## config.mk

```make
export PLATFORM = sky130hd
export DESIGN_NAME = vrbs_ctrl
export DESIGN_NICKNAME = d
export VERILOG_FILES = /design/src/hw/rtl/vrbs_pkg.sv /design/src/hw/rtl/vrbs_sub.sv /design/src/hw/rtl/vrbs_ctrl.sv
export SDC_FILE = /design/constraint.sdc
export NUM_CORES = 1
export LEC_CHECK = 0
export ABC_AREA = 1
export BUFFER_PORTS_ARGS = -buffer_cell sky130_fd_sc_hd__buf_2
export CAP_MARGIN = 20
export CORE_ASPECT_RATIO = 0.5
export CORE_MARGIN = 2
export CORE_UTILIZATION = 40
export DETAILED_ROUTE_END_ITERATION = 12
export PLACE_DENSITY_LB_ADDON = 0.12
export SETUP_SLACK_MARGIN = 0.02
export SLEW_MARGIN = 20
export SYNTH_ARGS = -nofsm -noshare
export SYNTH_HDL_FRONTEND = slang
export SYNTH_SLANG_ARGS = --single-unit
```

## constraint.sdc

```tcl
create_clock -name clk -period 7 [get_ports clk]
set_input_delay 1.05 -clock clk [delete_from_list [all_inputs] [get_ports clk]]
set_output_delay 1.05 -clock clk [all_outputs]
set_load 0.01 [all_outputs]
```

## src/hw/rtl/vrbs_pkg.sv

```systemverilog
package vrbs_pkg;

  // Defaults for the top-level parameters
  localparam int unsigned STACK_BYTES_DEF   = 1024;
  localparam int unsigned TRAILER_BYTES_DEF = 8;

  // Fixed field widths
  localparam int unsigned CMD_W  = 2;
  localparam int unsigned LEN_W  = 7;
  localparam int unsigned BYTE_W = 8;
  localparam int unsigned FREE_W = 11;

  // Longest record, in bytes
  localparam logic [LEN_W-1:0] MAX_LEN = 7'd64;

  // Command codes
  localparam logic [CMD_W-1:0] CMD_PUSH  = 2'd0;
  localparam logic [CMD_W-1:0] CMD_POP   = 2'd1;
  localparam logic [CMD_W-1:0] CMD_PEEK  = 2'd2;
  localparam logic [CMD_W-1:0] CMD_CLEAR = 2'd3;

  // One result, as the sequencer hands it to the output register
  typedef struct packed {
    logic              fire;
    logic [BYTE_W-1:0] out_byte;
    logic              byte_valid;
    logic              last;
    logic              ok;
    logic              is_empty;
    logic [FREE_W-1:0] free_bytes;
  } vrbs_res_t;

endpackage

```

## src/hw/rtl/vrbs_sub.sv

```systemverilog
// Shared subtractor: a - b, both zero-extended by the caller; neg flags a < b.
module vrbs_sub #(
  parameter int unsigned W = 12
) (
  input  logic [W-1:0] a,
  input  logic [W-1:0] b,
  output logic [W-1:0] diff,
  output logic         neg
);

  assign diff = a - b;
  assign neg  = diff[W-1];

endmodule

```

## src/hw/rtl/vrbs_ctrl.sv

```systemverilog
module vrbs_ctrl
  import vrbs_pkg::*;
#(
  parameter int unsigned STACK_BYTES   = STACK_BYTES_DEF,
  parameter int unsigned TRAILER_BYTES = TRAILER_BYTES_DEF,
  localparam int unsigned AW = $clog2(STACK_BYTES),
  localparam int unsigned TW = $clog2(STACK_BYTES + 1)
) (
  input  logic              clk,
  input  logic              rst,
  input  logic              in_valid,
  output logic              in_stall,
  input  logic [CMD_W-1:0]  command,
  input  logic [LEN_W-1:0]  length,
  input  logic [BYTE_W-1:0] data_byte,
  input  logic              out_free,
  output vrbs_res_t         res,
  output logic              wr_en,
  output logic [AW-1:0]     wr_addr,
  output logic [BYTE_W-1:0] wr_data,
  output logic              rd_en,
  output logic [AW-1:0]     rd_addr,
  input  logic [BYTE_W-1:0] rd_data
);

  localparam int unsigned DW = TW + 1;
  localparam int unsigned CW = $clog2(TRAILER_BYTES + 1);

  localparam logic [3:0] S_IDLE  = 4'd0;
  localparam logic [3:0] S_TRAIL = 4'd1;
  localparam logic [3:0] S_TRD   = 4'd2;
  localparam logic [3:0] S_CALC1 = 4'd3;
  localparam logic [3:0] S_CALC2 = 4'd4;
  localparam logic [3:0] S_RDA   = 4'd5;
  localparam logic [3:0] S_RDB   = 4'd6;
  localparam logic [3:0] S_EMIT  = 4'd7;

  logic [3:0]        state, state_next;
  logic [TW-1:0]     top, top_next;
  logic [TW-1:0]     ptr, ptr_next;
  logic [TW-1:0]     tpos, tpos_next;
  logic              push_active, push_active_next;
  logic              push_accepted, push_accepted_next;
  logic [LEN_W-1:0]  push_rem, push_rem_next;
  logic [LEN_W-1:0]  push_total, push_total_next;
  logic [LEN_W-1:0]  req_r, req_r_next;
  logic              is_pop, is_pop_next;
  logic [CW-1:0]     cnt, cnt_next;
  logic [BYTE_W-1:0] b0, b0_next;
  logic              hi_nz, hi_nz_next;
  logic [LEN_W-1:0]  len, len_next;
  logic [LEN_W-1:0]  ncnt, ncnt_next;
  logic              ok_r, ok_r_next;

  logic [DW-1:0]     op_a, op_b, diff;
  logic              neg;
  logic [DW+FREE_W-1:0] diff_ext;

  logic              accept;
  logic [LEN_W-1:0]  req;
  logic              first;
  logic [LEN_W-1:0]  p_total, p_rem, p_rem_dec;
  logic              p_acc;
  logic [TW-1:0]     p_base;
  logic [LEN_W-1:0]  cap, nbytes;

  vrbs_sub #(.W(DW)) u_sub (
    .a    (op_a),
    .b    (op_b),
    .diff (diff),
    .neg  (neg)
  );

  assign accept   = in_valid && !in_stall;
  assign in_stall = (state != S_IDLE);
  assign req      = (length > MAX_LEN) ? MAX_LEN : length;
  assign diff_ext = {{FREE_W{1'b0}}, diff};

  // Operand select for the shared subtractor
  always_comb begin
    op_a = DW'(STACK_BYTES);
    op_b = DW'(top);
    unique case (state)
      S_IDLE: begin
        if (command == CMD_PUSH) begin
          op_a = DW'(STACK_BYTES - TRAILER_BYTES);
          op_b = DW'(top);
        end else begin
          op_a = DW'(top);
          op_b = DW'(TRAILER_BYTES);
        end
      end
      S_CALC2: begin
        op_a = DW'(tpos);
        op_b = DW'(len);
      end
      default: begin
        op_a = DW'(STACK_BYTES);
        op_b = DW'(top);
      end
    endcase
  end

  // Push bookkeeping for the item at the input
  assign first     = !push_active;
  assign p_total   = first ? req : push_total;
  assign p_rem     = first ? req : push_rem;
  assign p_acc     = first ? (!neg && (DW'(req) <= diff)) : push_accepted;
  assign p_base    = first ? top : ptr;
  assign p_rem_dec = (p_rem != '0) ? p_rem - 7'd1 : p_rem;

  assign cap    = (hi_nz || (b0 > BYTE_W'(MAX_LEN))) ? MAX_LEN : b0[LEN_W-1:0];
  assign nbytes = (req_r < len) ? req_r : len;

  always_comb begin
    state_next         = state;
    top_next           = top;
    ptr_next           = ptr;
    tpos_next          = tpos;
    push_active_next   = push_active;
    push_accepted_next = push_accepted;
    push_rem_next      = push_rem;
    push_total_next    = push_total;
    req_r_next         = req_r;
    is_pop_next        = is_pop;
    cnt_next           = cnt;
    b0_next            = b0;
    hi_nz_next         = hi_nz;
    len_next           = len;
    ncnt_next          = ncnt;
    ok_r_next          = ok_r;
    wr_en              = 1'b0;
    wr_addr            = ptr[AW-1:0];
    wr_data            = '0;
    rd_en              = 1'b0;
    rd_addr            = ptr[AW-1:0];
    res                = '0;
    res.is_empty       = (top == '0);
    res.free_bytes     = diff_ext[FREE_W-1:0];

    unique case (state)
      S_IDLE: begin
        if (accept) begin
          unique case (command)
            CMD_PUSH: begin
              push_total_next    = p_total;
              push_accepted_next = p_acc;
              push_rem_next      = p_rem_dec;
              ptr_next           = p_base;
              if (p_rem != '0) begin
                wr_en    = p_acc;
                wr_addr  = p_base[AW-1:0];
                wr_data  = data_byte;
                ptr_next = p_base + TW'(1);
              end
              if (p_rem_dec == '0) begin
                push_active_next = 1'b0;
                ok_r_next        = p_acc;
                cnt_next         = '0;
                state_next       = p_acc ? S_TRAIL : S_EMIT;
              end else begin
                push_active_next = 1'b1;
              end
            end
            CMD_CLEAR: begin
              push_active_next = 1'b0;
              push_rem_next    = '0;
              top_next         = '0;
              ok_r_next        = 1'b1;
              state_next       = S_EMIT;
            end
            CMD_POP, CMD_PEEK: begin
              push_active_next = 1'b0;
              push_rem_next    = '0;
              req_r_next       = req;
              is_pop_next      = (command == CMD_POP);
              if (neg) begin
                ok_r_next  = 1'b0;
                state_next = S_EMIT;
              end else begin
                tpos_next  = diff[TW-1:0];
                ptr_next   = diff[TW-1:0];
                cnt_next   = '0;
                b0_next    = '0;
                hi_nz_next = 1'b0;
                state_next = S_TRD;
              end
            end
            default: begin
              state_next = S_IDLE;
            end
          endcase
        end
      end

      // Length trailer: low byte holds the length, the rest are zero
      S_TRAIL: begin
        wr_en    = 1'b1;
        wr_data  = (cnt == '0) ? BYTE_W'(push_total) : '0;
        ptr_next = ptr + TW'(1);
        cnt_next = cnt + CW'(1);
        if (cnt == CW'(TRAILER_BYTES - 1)) begin
          top_next   = ptr + TW'(1);
          state_next = S_EMIT;
        end
      end

      // Trailer read: issue on cnt 0..T-1, collect on cnt 1..T
      S_TRD: begin
        if (cnt != CW'(TRAILER_BYTES)) begin
          rd_en    = 1'b1;
          ptr_next = ptr + TW'(1);
        end
        if (cnt == CW'(1)) begin
          b0_next = rd_data;
        end else if (cnt != '0) begin
          hi_nz_next = hi_nz || (rd_data != '0);
        end
        cnt_next = cnt + CW'(1);
        if (cnt == CW'(TRAILER_BYTES)) begin
          state_next = S_CALC1;
        end
      end

      S_CALC1: begin
        len_next   = (tpos < TW'(cap)) ? tpos[LEN_W-1:0] : cap;
        state_next = S_CALC2;
      end

      S_CALC2: begin
        ptr_next  = diff[TW-1:0];
        ncnt_next = nbytes;
        if (is_pop) begin
          top_next = diff[TW-1:0];
        end
        if (nbytes == '0) begin
          ok_r_next  = 1'b1;
          state_next = S_EMIT;
        end else begin
          state_next = S_RDA;
        end
      end

      S_RDA: begin
        rd_en      = 1'b1;
        state_next = S_RDB;
      end

      S_RDB: begin
        if (out_free) begin
          res.fire       = 1'b1;
          res.out_byte   = rd_data;
          res.byte_valid = 1'b1;
          res.last       = (ncnt == 7'd1);
          res.ok         = 1'b1;
          ptr_next       = ptr + TW'(1);
          ncnt_next      = ncnt - 7'd1;
          state_next     = (ncnt == 7'd1) ? S_IDLE : S_RDA;
        end
      end

      S_EMIT: begin
        if (out_free) begin
          res.fire   = 1'b1;
          res.last   = 1'b1;
          res.ok     = ok_r;
          state_next = S_IDLE;
        end
      end

      default: begin
        state_next = S_IDLE;
      end
    endcase
  end

  always_ff @(posedge clk) begin
    if (rst) begin
      state         <= S_IDLE;
      top           <= '0;
      push_active   <= 1'b0;
      push_accepted <= 1'b0;
      push_rem      <= '0;
      push_total    <= '0;
      cnt           <= '0;
      ncnt          <= '0;
    end else begin
      state         <= state_next;
      top           <= top_next;
      push_active   <= push_active_next;
      push_accepted <= push_accepted_next;
      push_rem      <= push_rem_next;
      push_total    <= push_total_next;
      cnt           <= cnt_next;
      ncnt          <= ncnt_next;
    end
  end

  always_ff @(posedge clk) begin
    ptr    <= ptr_next;
    tpos   <= tpos_next;
    req_r  <= req_r_next;
    is_pop <= is_pop_next;
    b0     <= b0_next;
    hi_nz  <= hi_nz_next;
    len    <= len_next;
    ok_r   <= ok_r_next;
  end

`ifndef SYNTHESIS
  a_top_bound: assert property (@(posedge clk) disable iff (rst)
    top <= TW'(STACK_BYTES))
    else $error("top of stack beyond store");
  a_wr_state: assert property (@(posedge clk) disable iff (rst)
    wr_en |-> (state == S_IDLE || state == S_TRAIL))
    else $error("store write outside push");
  a_stream_cnt: assert property (@(posedge clk) disable iff (rst)
    (state == S_RDA || state == S_RDB) |-> (ncnt != '0))
    else $error("byte stream with nothing left");
`endif

endmodule

```

; ---- Word level (Yosys, flattened, before mapping)
; Index checks and enable logic that the tools add are counted.
[word_totals]
ff_bits = 89
input_bits = 29
word_cells = 184
[classes]
addsub = 6
order_cmp = 5
n_eq_ne = 33
muxes = 84
bitwise = 2
reduce_logical = 38
[ops]
columns = operator, n
row1 = 11-bit 2-to-1 mux, 12
row2 = 7-bit 2-to-1 mux, 8
row3 = 8-bit 2-to-1 mux, 7
row4 = 11-bit one-hot mux with 5 select lines, 1
row5 = 12-bit one-hot mux with 2 select lines, 2
row6 = 10-bit 2-to-1 mux, 4
row7 = 4-bit 2-to-1 mux, 9
row8 = 11-bit one-hot mux with 3 select lines, 1
row9 = 4-bit one-hot mux with 8 select lines, 1
row10 = 8-bit one-hot mux with 2 select lines, 2
row11 = 7-bit one-hot mux with 2 select lines, 2
row12 = 2-bit != test (second input constant), 12
row13 = 11-bit by 1-bit adder with 11-bit output (second input constant), 2
row14 = 11-bit one-hot mux with 2 select lines, 1
row15 = 4-bit by 3-bit == test with 1-bit output (second input constant), 5
row16 = 5-bit AND reduction, 4
row17 = 6-bit AND reduction, 3
row18 = 1-bit 2-to-1 mux, 16
row19 = 4-bit one-hot mux with 2 select lines, 2
row20 = 7-bit zero test, 2
row21 = 7-bit by 1-bit subtractor with 7-bit output (second input constant), 2
row22 = 7-bit by 12-bit <= comparator with 1-bit output, 1
row23 = 12-bit 2-to-1 mux, 1
row24 = 1-bit one-hot mux with 2 select lines, 6
row25 = other kinds (40), 62

; ---- Logic depth before layout (Yosys ltp)
[depth]
ltp_word = 12
depth_mapped = 32

; ---- Modules after synthesis
; From an unflattened synthesis, not the netlist that was laid out.
[unflattened]
hier_cells = 1050
area_unflattened_um2 = 7091.8
[by_module_without_submodules]
columns = mod, n_inst, cells_each, area_per_inst_um2, seq_area_each_um2
row1 = vrbs_ctrl, 1, 911, 6364.9, 2232.1
row2 = vrbs_sub, 1, 139, 726.9, 0.0

; ---- Worst setup path after synthesis
; OpenSTA, ideal clock, no wires.
[synth_timing]
kind = input to register
from = in command[1]
to = reg ptr[0], enable pin
setup_ns = 0.441
arrival_time_ns = 4.938
required_time_ns = 6.559
setup_slack_ns = 1.620
cell_stages = 16
n_path_buf = 0
path_cell_list = inv_1 -> ha_1 -> inv_1 -> o21ai_0 -> inv_1 -> o22ai_1 -> inv_1 -> ha_1 -> nand2_1 -> o21bai_1 -> nand2_1 -> nand2_1 -> a21oi_1 -> nand2_1 -> a21oi_1 -> a2111oi_0
[synth_between]
elab_chain_len = 6
[synth_lines]
columns = element, line_no
row1 = from (decl), vrbs_ctrl.sv:13  ; input logic [CMD_W-1:0] command,
row2 = 2-bit zero test, "vrbs_ctrl.sv:85, vrbs_ctrl.sv:144"
row3 = 11-bit 2-to-1 mux, vrbs_ctrl.sv:85  ; if (command == CMD_PUSH) begin
row4 = 12-bit one-hot mux with 2 select lines, vrbs_ctrl.sv:83  ; unique case (state)
row5 = 12-bit subtractor, vrbs_sub.sv:11  ; assign diff = a - b;
row6 = 3-bit != test (no line), -
row7 = 6-bit AND reduction (no line) (*), -
row8 = to (signal assigned), vrbs_ctrl.sv:300  ; ptr <= ptr_next;
row9 = to (decl), vrbs_ctrl.sv:40  ; logic [TW-1:0] ptr, ptr_next;
; Mark *: on every way between the ends. The rest lies on a longest branch, timed or not.
; A chain may end at the register's enable or synchronous reset.

; ---- Worst setup path after layout
[layout_timing]
from = in command[1]
to = out wr_en
[layout_between]
elab_chain_len = 11
[layout_lines]
columns = element, line_no
row1 = 2-bit zero test (*), "vrbs_ctrl.sv:85, vrbs_ctrl.sv:144"
row2 = 11-bit 2-to-1 mux, vrbs_ctrl.sv:85
row3 = 12-bit one-hot mux with 2 select lines, vrbs_ctrl.sv:83
row4 = 12-bit subtractor, vrbs_sub.sv:11
row5 = 7-bit by 12-bit <= comparator with 1-bit output or 1-bit zero test (tied branches), vrbs_ctrl.sv:108  ; assign p_acc = first ? (!neg && (DW'(req) <= diff)) : push_accepted;
row6 = 1-bit logical AND, vrbs_ctrl.sv:108
row7 = 1-bit 2-to-1 mux, vrbs_ctrl.sv:108
row8 = 1-bit 2-to-1 mux, vrbs_ctrl.sv:150  ; if (p_rem != '0) begin
row9 = 1-bit 2-to-1 mux (*), vrbs_ctrl.sv:144  ; unique case (command)
row10 = 1-bit 2-to-1 mux (*), vrbs_ctrl.sv:143  ; if (accept) begin
row11 = 1-bit one-hot mux with 2 select lines (*), vrbs_ctrl.sv:141  ; unique case (state)
row12 = to (decl), vrbs_ctrl.sv:18  ; output logic wr_en,
; Marks and branches as above.

==> out/qor.yml <==
status:
  outcome: "finished clean"
sta:
  finalCriticalPeriod_ps: 6310
  fin_crit_sh_pct: 90.1
  max-slew-margin-rel_pct: 36.6
  tightest_slew_ps: 946
  drv_slew: 0
  fmax_mhz: 159
  fin_tns_setup_ps: 0
  setup_viol: 0
  fin_ws_ps: 694
  grt_setup_unrepaired: "no"
  finalHoldViolCount: 0
  fin_worst_skew_ps: 12.6
routing:
  wire_per_inst_um: 16.6
  drtPass1Iterations: 6
  routed_wirelength_mm: 21.3
  drc: 0
  drt_iter0_markers: 604
  post_drt_via_cell_ratio: 5.30
  vias: 6813
  antenna_left: 0
clock_network:
  post_cts_buffers: 0
  clock-root-buffer: "clkbuf_16"
  post_cts_resized: 0
  clkTransAtPathRegs_ps: 70
  ctsHoldBuffers: 0
  htreeDepth: 3
  cts_made_buffers: 9
  cts_tree: "done"
  clock_latency_ps: 360
  clockBufferDepth: 2
  cts.sinks: 88
synthesis:
  synthCells: 989
  synth_top_area_share_pct: 20.5
  syn-num-nets: 1062
  netlist_area_mm2: 0.00687
  synth_commonest_cells: "nand2_1, inv_1, nor2_1"
  yosysMostFrequentCell: "nand2_1"
  synth_top_cell_by_area: "edfxtp_1"
  synth.avg_cell_area_um2: 6.95
  synth-edff-count: 47
  ys_warn_count: 0
  ys.flop_type: "edfxtp_1"
  synthDistinctLibCells: 53
  synth-seq-area-share_pct: 32.5
  synth_seq_cells: 88
  synth_area_leaders: "edfxtp_1, nand2_1, dfxtp_1"
  synthArstFlopShare_pct: 0
grt:
  grt_usage_pct: 23.7
  antenna_found_initial: 0
  grt_max_degree: 26
  grt_overflow: 0
  first_global_vias: 6311
  grt_pass1_wl_mm: 33.7
finish:
  nets: 1126
  antennaDiodeCount: 0
  final_util_pct: 46.4
  layout-drive-gt1-share_pct: 13.5
  area_growth_pct: 12.1
  regArea_mm2: 0.00223
  fillCellCount: 1777
  multi_input_area_mm2: 0.00385
critical_path:
  cp-startpoint: "command[1]"
  slowest_delay_ps: 650
  crit_arrival_ps: 5260
  critPathMaxFanout: 6
  end_kind: "output pin"
  critical_path_class: "primary input to output pin"
  endpoint: "wr_en"
  reg2reg_depth: 24
  crit_path_top_delay_cell: "o21ai_0"
  cp.required_ps: 5950
  rrSetupSlack_ps: 2350
  critPathLaunchType: "primary input"
  r2r-start: "state[2]$_SDFFE_PP0P_"
  rr_endpoint: "state[2]$_SDFFE_PP0P_"
floorplanning:
  dieArea_mm2: 0.0183
  num_rows: 33
  die_x_um: 189
  fp.coreArea_mm2: 0.0166
  dieHeight_um: 96.7
  io_pins: 84
  start_util_pct: 41.4
placement:
  place_ws_ps: 836
  finalWeightedCongestion: 0.936
  io_buffers: 83
  dpl.hpwl_mm: 16.8
worst_hold_path:
  hold_start: "push_total[6]$_SDFFE_PP0P_"
  hold_path.class: "register to register"
flow_run:
  max_cap_viol_count: 0
==> worst min path at each step <==
stage | cells past startpoint | endpoint | slack [ps]
CTS | 2 | push_total[6]$_SDFFE_PP0P_ | 460
finish | 2 | push_total[6]$_SDFFE_PP0P_ | 450
detailed placement | 2 | push_total[6]$_SDFFE_PP0P_ | 450
floorplan | 2 | push_total[6]$_SDFFE_PP0P_ | 430
global route | 2 | push_rem[3]$_SDFFE_PP0P_ | 490
global placement | 2 | push_total[6]$_SDFFE_PP0P_ | 440
==> stage by stage <==
step	hold slack, ps	std cells	cell area (um^2)
after floorplan	429	989	6870
after global placement	440	1269	7420
after detailed placement	449	1269	7420
after CTS	459	1285	7700
after global routing	488	1285	7700
final	455	1285	7700
==> layout make-up <==
class,instances,share of cell area (%)
Clock buffer,10,3.10
Clock inverter,6,0.568
Inverter,155,7.55
Multi-Input combinational cell,708,49.9
Sequential cell,88,29.0
Tap cell,227,3.69
Timing Repair Buffer,91,6.17
==> placed cells by master, fill, tap and decap left out, types with 4 or more instances in the layout <==
| cell | count |
|---|---|
| clkbuf_16 | 9 |
| o211ai_1 | 7 |
| nand3_1 | 44 |
| edfxtp_1 | 47 |
| o21bai_1 | 6 |
| nand2_2 | 6 |
| buf_4 | 8 |
| a31oi_1 | 10 |
| nor3_1 | 16 |
| o21ai_1 | 4 |
| buf_2 | 83 |
| nand4_1 | 9 |
| xor2_1 | 21 |
| ha_1 | 43 |
| nor2_1 | 92 |
| o21ai_0 | 83 |
| nor4_1 | 6 |
| inv_2 | 4 |
| xnor2_1 | 6 |
| nor2_2 | 5 |
| dfxtp_1 | 41 |
| inv_1 | 148 |
| nand2_1 | 241 |
| o22ai_1 | 7 |
| or2_2 | 5 |
| a21oi_1 | 55 |
==> metal layers <==
| layer | vias to the layer above | global-route usage (%) | share of wire, % |
|---|---|---|---|
| met2 | 292 | 34.0 | 40 |
| met4 | 0 | 4.71 | 1.4 |
| met3 | 29 | 5.04 | 8.9 |
| li1 | 3393 | - | - |
| met1 | 3099 | 36.2 | 50 |
| met5 | - | 0 | 0 |
==> registers in the layout, indices dropped and copies added (netlist names), 3 cells and up <==
signal / flops
b0: 8
cnt: 4
len: 7
ncnt: 7
ptr: 11
push_rem: 7
push_total: 7
req_r: 7
state: 3
top: 11
tpos: 11
==> critical path: cells and delay by family <==
family                     cells  cell delay (ps)
AOI/OAI and AO/OA              4             1190
buffers and inverters          7              820
adders and majority gates      3              820
and+or+nand+nor               10              960
xor gates and xnor gates       1              380
==> kinds of logic (layout without fill, tap and decap cells) <==
group | after synthesis | count (layout) | synth area share (%)
buf+inv | 193 | 262 | 11.6
fa+ha+maj | 44 | 44 | 8.12
flops | 88 | 88 | 32.5
xor+xnor | 27 | 27 | 3.44
simple gates | 432 | 432 | 26.6
compound gates | 205 | 205 | 17.7
Power is left out: the tool's default activity adds up to more than one toggle a clock period on the data nets, which glitch-free logic cannot reach.
